File: src/hw/rtl/imutg_pkg.sv
// ----------------------------------------------------------------------------
// imutg_pkg
// Shared types, constants and the arctangent table of the IMU tilt and gyro
// angle integrator.
// ----------------------------------------------------------------------------
package imutg_pkg;

   // Angles are carried in degrees Q16 at 57.3 degrees per radian.
   localparam int ANGLE_W         = 27;
   localparam int ANGLE_TABLE_LEN = 24;
   localparam int ITER_W          = 5;
   localparam logic signed [ANGLE_W-1:0] HALF_TURN_Q16   = 27'sd11797349;
   localparam logic signed [ANGLE_W-1:0] ACCEL_OUT_LIMIT = 27'sd46083;

   // Gyro increment is (|rate| * dt * 512 + 64062) / 128125. The quotient is
   // estimated by a reciprocal multiplication on the upper dividend bits, which
   // falls short by at most two; two compare and subtract steps finish it.
   localparam int DIV_STEPS = 4;
   localparam int QUO_W     = 28;
   localparam int REM_W     = 19;
   localparam int DVD_W     = 45;
   localparam int DVD_LOW   = 14;
   localparam int EST_W     = 61;
   localparam int EST_SHIFT = 32;
   localparam logic [17:0] GYRO_DIVISOR = 18'd128125;
   localparam logic [29:0] GYRO_RECIP   = 30'd549219466;
   localparam logic [DVD_W-1:0] GYRO_ROUND = 45'd64062;

   // Divider steps, by iteration count.
   localparam logic [ITER_W-1:0] DIV_ESTIMATE  = 5'd0;
   localparam logic [ITER_W-1:0] DIV_REMAINDER = 5'd1;
   localparam logic [ITER_W-1:0] DIV_FIX_A     = 5'd2;
   localparam logic [ITER_W-1:0] DIV_FIX_B     = 5'd3;

   // One accepted IMU sample.
   typedef struct packed {
      logic signed [15:0] accel_x;
      logic signed [15:0] accel_y;
      logic signed [15:0] accel_z;
      logic signed [15:0] gyro_x;
      logic signed [15:0] gyro_y;
      logic signed [15:0] gyro_z;
      logic [19:0]        dt_us;
   } sample_type;

   // Control from the sequencer to the arithmetic units.
   typedef struct packed {
      logic              load;
      logic              run;
      logic [ITER_W-1:0] iter;
      logic              commit;
   } ctl_type;

   typedef enum logic [1:0] {
      ST_IDLE,
      ST_RUN,
      ST_COMMIT,
      ST_DONE
   } st_type;

   // Arctangent of 2^-i in degrees Q16.
   function automatic logic signed [ANGLE_W-1:0] angle_entry(input logic [ITER_W-1:0] idx);
      logic signed [ANGLE_W-1:0] v;
      case (idx)
         5'd0:    v = 27'sd2949337;
         5'd1:    v = 27'sd1741095;
         5'd2:    v = 27'sd919947;
         5'd3:    v = 27'sd466979;
         5'd4:    v = 27'sd234396;
         5'd5:    v = 27'sd117312;
         5'd6:    v = 27'sd58670;
         5'd7:    v = 27'sd29337;
         5'd8:    v = 27'sd14669;
         5'd9:    v = 27'sd7334;
         5'd10:   v = 27'sd3667;
         5'd11:   v = 27'sd1834;
         5'd12:   v = 27'sd917;
         5'd13:   v = 27'sd458;
         5'd14:   v = 27'sd229;
         5'd15:   v = 27'sd115;
         5'd16:   v = 27'sd57;
         5'd17:   v = 27'sd29;
         5'd18:   v = 27'sd14;
         5'd19:   v = 27'sd7;
         5'd20:   v = 27'sd4;
         5'd21:   v = 27'sd2;
         5'd22:   v = 27'sd1;
         default: v = 27'sd0;
      endcase
      return v;
   endfunction

endpackage

File: src/hw/rtl/imutg_front.sv
// ----------------------------------------------------------------------------
// imutg_front
// Input side: accepts samples into a two-entry queue that the back end drains.
// ----------------------------------------------------------------------------
module imutg_front (
   input  logic                  clock,
   input  logic                  reset,
   input  logic                  req_valid,
   output logic                  req_ready,
   input  imutg_pkg::sample_type req_item,
   output logic                  head_valid,
   output imutg_pkg::sample_type head_item,
   input  logic                  pop
);

   imutg_pkg::sample_type slot_ff [2];
   logic       wr_ptr_ff, wr_ptr_in;
   logic       rd_ptr_ff, rd_ptr_in;
   logic [1:0] count_ff, count_in;
   logic       push;

   // Queue status and pointer updates.
   always_comb begin
      req_ready  = (count_ff != 2'd2);
      head_valid = (count_ff != 2'd0);
      head_item  = slot_ff[rd_ptr_ff];
      push       = req_valid && req_ready;
      wr_ptr_in  = push ? !wr_ptr_ff : wr_ptr_ff;
      rd_ptr_in  = pop ? !rd_ptr_ff : rd_ptr_ff;
      count_in   = count_ff + {1'b0, push} - {1'b0, pop};
   end

   always_ff @(posedge clock) begin
      if (reset) begin
         wr_ptr_ff <= 1'b0;
         rd_ptr_ff <= 1'b0;
         count_ff  <= 2'd0;
      end else begin
         wr_ptr_ff <= wr_ptr_in;
         rd_ptr_ff <= rd_ptr_in;
         count_ff  <= count_in;
      end
   end

   // Item storage.
   always_ff @(posedge clock) begin
      if (push) begin
         slot_ff[wr_ptr_ff] <= req_item;
      end
   end

endmodule

File: config.mk
export PLATFORM = sky130hd
export DESIGN_NAME = imutg_front
export DESIGN_NICKNAME = d
export VERILOG_FILES = /design/src/hw/rtl/imutg_pkg.sv /design/src/hw/rtl/imutg_front.sv
export SDC_FILE = /design/constraint.sdc
export NUM_CORES = 1
export LEC_CHECK = 0
export BUFFER_PORTS_ARGS = -buffer_cell sky130_fd_sc_hd__buf_2
export CAP_MARGIN = 20
export CORE_UTILIZATION = 30
export DETAILED_ROUTE_END_ITERATION = 10
export GPL_TIMING_DRIVEN = 0
export PLACE_DENSITY_LB_ADDON = 0.1
export SYNTH_ARGS = -nofsm -noshare
export SYNTH_HDL_FRONTEND = slang
export SYNTH_SLANG_ARGS = --single-unit
File: constraint.sdc
create_clock -name clock -period 6.9 [get_ports clock]
set_clock_uncertainty 0.05 [all_clocks]
set_input_delay 0.345 -clock clock [delete_from_list [all_inputs] [get_ports clock]]
set_output_delay 0.345 -clock clock [all_outputs]
set_load 0.01 [all_outputs]
==> results.yml <==
placed_design:
  gp_congestion: 0.688
  postPlaceCellArea_um2: 10400
  port_buffers: 237
  dp_hpwl_um: 11400
  post-place-cells: 1006
global_routing:
  gr_ovfl_total: 0
  initial_antenna_violation_count: 1
  grt_first_pass_wirelength_um: 27000
  grt_max_degree: 60
  grt.total_usage: 0.119
  grt_pass1_vias: 5205
timing:
  worst_hold_slack_ns: 0.112
  tightest_slew_ns: 0.879
  final.setup.tns_ns: 0
  setup_viol_count_final: 0
  max-slew-margin-rel: 0.414
  timing_hold_violations_final: 0
  maxSlewViolCount: 0
  fmax_achieved_mhz: 418
  final_min_period_over_clock_period: 0.347
  grt_setup_unrepaired: "false"
  fin_crit_ns: 2.39
power:
  finalPower_mw: 3.48
  ir_worst_vdd_v: 0.000164
  share_clk_of_total_power: 0.356
  intPower_mw: 2.68
  sw_frac_of_total: 0.230
  sequentialPowerShare: 0.503
  power.leakage_nw: 4.60
  switching_power_mw: 0.799
  power_density_nw_per_um2: 283
  comb_power_share: 0.140
logic_synthesis:
  ys.warnings.count: 0
  post-synth-top-area-fraction: 0.807
  synth.top_cells.by_area: "sky130_fd_sc_hd__edfxtp_1 81%, sky130_fd_sc_hd__mux2_2 15%, sky130_fd_sc_hd__dfxtp_1 1.2%"
  synth-seq-cells: 237
  synth.net_count: 510
  yosys.area.top_type: "sky130_fd_sc_hd__edfxtp_1"
  synth.yosys.seq_area_share: 0.819
  synthCells: 389
  average_cell_area_after_synthesis_um2: 22.2
  cell_area_after_synthesis_um2: 8630
  synth_cell_types: 22
critical_path:
  timing_worst_setup_path_type: "flop to output port"
  worst_r2r_src: "count_ff[0]$_SDFF_PP0_"
  critical_path.cell_chain: "buf_2, buf_6, buf_6, mux2_2, buf_2"
  crit_path_max_incr_delay_ns: 0.35
  crit_path_end_kind: "output port"
  cp_slowest_cell: "sky130_fd_sc_hd__mux2_2"
  critical_path.max_fanout: 10
  rr_endpoint: "slot_ff[1][109]$_DFFE_PP_"
  rrSetupSlack_ns: 4.70
  number_of_cell_instances_on_the_worst_register_to_register_path: 3
  startpoint_class_of_the_critical_path: "flop"
  cp.arrival_ns: 2.00
  timing.critical_path.required_ns: 6.50
  worstSetupEndpoint: "head_item[76]"
cts:
  cts_tree: "yes"
  numCtsBuffers: 26
  post_cts_buffers: 0
  path_clk_slew_ns: 0.06
  numClockSinks: 237
  clk_path_buf_depth: 3
  cts_root_buffer: "sky130_fd_sc_hd__clkbuf_16"
  insertion_delay_ns: 0.52
  htree_levels: 1
route:
  route.detailed.wl_per_inst_um: 15.3
  remaining_drc_errors: 0
  wl_um: 18000
  avgViaCountPerCell: 4.16
  drt_pre_antenna_iters: 4
  detail-route-antenna-nets: 0
  via_count: 4874
  initialDrtViolationCount: 181
die:
  die-height_um: 172
  design.die.area_um2: 29400
  effective_utilization_at_floorplan: 0.308
  io-pin-count: 238
  floorplan.core_area_um2: 28000
  number_of_rows_created_at_floorplan: 61
  dieWidth_um: 172
flow_run:
  max_cap_viol_count: 0
finish:
  post_route_cells_drive_above_1_share: 0.516
  stdcell_area_um2: 12300
  post_synthesis_to_final_layout_area_growth_pct: 42.5
  final_cell_count_no_fill: 1171
  fill_cells: 2571
  layout.nets: 894
hold_path:
  min_path_type: "input pin to flop"
run_status:
  status: "finished clean"
[area by class of cell]
type / count / area, um^2 / share of cell area
repair buffers: 356 / 2410 / 0.196
diodes: 1 / 2.50 / 0.000204
plain buffers: 13 / 96.3 / 0.00783
clock inverters: 13 / 70.1 / 0.00570
inverters: 3 / 16.3 / 0.00132
flip-flops and latches: 237 / 7070 / 0.575
clock buffers: 34 / 702 / 0.0571
multi-input cells: 136 / 1460 / 0.119
well taps: 378 / 473 / 0.0385
[cell usage in the layout (no fill, tap or decap), drive strengths merged]
cell	count
clkinv	11
nand2	1
buf	252
or2	1
a21bo	1
nand3b	1
dlygate4sd3	117
clkbuf	34
clkinvlp	2
a21oi	1
diode	1
nand2b	2
xnor2	2
and3	1
nor2b	1
nand4b	2
mux2	116
inv	3
nor2	2
ha	1
edfxtp	232
a2111oi	1
or4	1
a21boi	1
dfxtp	5
or4b	1
[power by group through the flow]
stage	clock [mW]	sequential (mW)	combinational, mW
6_report	1.24	1.75	0.488
5_1_grt	1.34	1.76	0.535
4_1_cts	1.29	1.75	0.502
3_5_place_dp	0	1.78	0.446
3_3_place_gp	0	1.79	0.430
2_1_floorplan	0	1.78	0.246
[kinds of logic (layout without fill, tap and decap cells)]
logic type               count (synthesis)  in the layout  share of synthesized area
flip-flops                             237            237                      0.819
multiplexers                           116            116                      0.151
buffers and inverters                   16            419                     0.0125
AND/OR/NAND/NOR                         13             13                     0.0100
AO/OA/AOI/OAI                            4              4                    0.00363
XOR/XNOR                                 2              2                    0.00203
adder cells (fa/ha/maj)                  1              1                    0.00145
other                                    0              1                          0
[cells in the mapped netlist, drive strengths merged]
library cell  count
edfxtp          232
mux2            116
buf              13
dfxtp             5
inv               3
nand2b            2
nand4b            2
nor2              2
xnor2             2
a2111oi           1
a21bo             1
a21boi            1
a21oi             1
and3              1
ha                1
nand2             1
nand3b            1
nor2b             1
or2               1
or4               1
or4b              1
[worst max-delay path, delay by kind of cell (launching register included)]
kind / cells / cell delay (ns)
buffers and inverters: 4 / 0.83
muxes: 1 / 0.35
DFF: 1 / 0.30
[repair_timing]
item | in CTS | in global routing
endpoints found under the hold margin | 236 | 0
resized for setup | 0 | 0
hold buffers | 117 | 0
[worst min path at each step]
stage	start	end	slack [ns]	cells past startpoint
6_report	pop	flop	0.11	3
5_1_grt	pop	flop	0.11	3
4_1_cts	pop	flop	0.07	3
3_5_place_dp	rd_ptr_ff$_SDFFE_PP0P_	flop	0.45	2
3_3_place_gp	rd_ptr_ff$_SDFFE_PP0P_	rd_ptr_ff$_SDFFE_PP0P_	0.44	2
2_1_floorplan	reset	wr_ptr_ff$_SDFFE_PP0P_	0.36	1
[routing by layer]
metal  track usage  up-vias  share of wire
met4        0.0415        0          0.029
met5             0        -              0
met2         0.208      171           0.49
li1              -     2324              -
met3        0.0414       35          0.084
met1         0.136     2344           0.40
[per-stage QoR]
| stage | utilization | worst slack, ns |
|---|---|---|
| 2_1_floorplan | - | 3.45 |
| 3_3_place_gp | 0.367 | 2.08 |
| 3_5_place_dp | 0.370 | 4.68 |
| 4_1_cts | 0.439 | 4.42 |
| 5_1_grt | 0.439 | 4.39 |
| 6_report | 0.439 | 4.51 |
[registers in the layout (all words and copies together) (netlist names), named ones only]
signal     cells
wr_ptr_ff      1
count_ff       2
rd_ptr_ff      1
slot_ff      232
No activity file was read; power rests on OpenSTA's default activity.
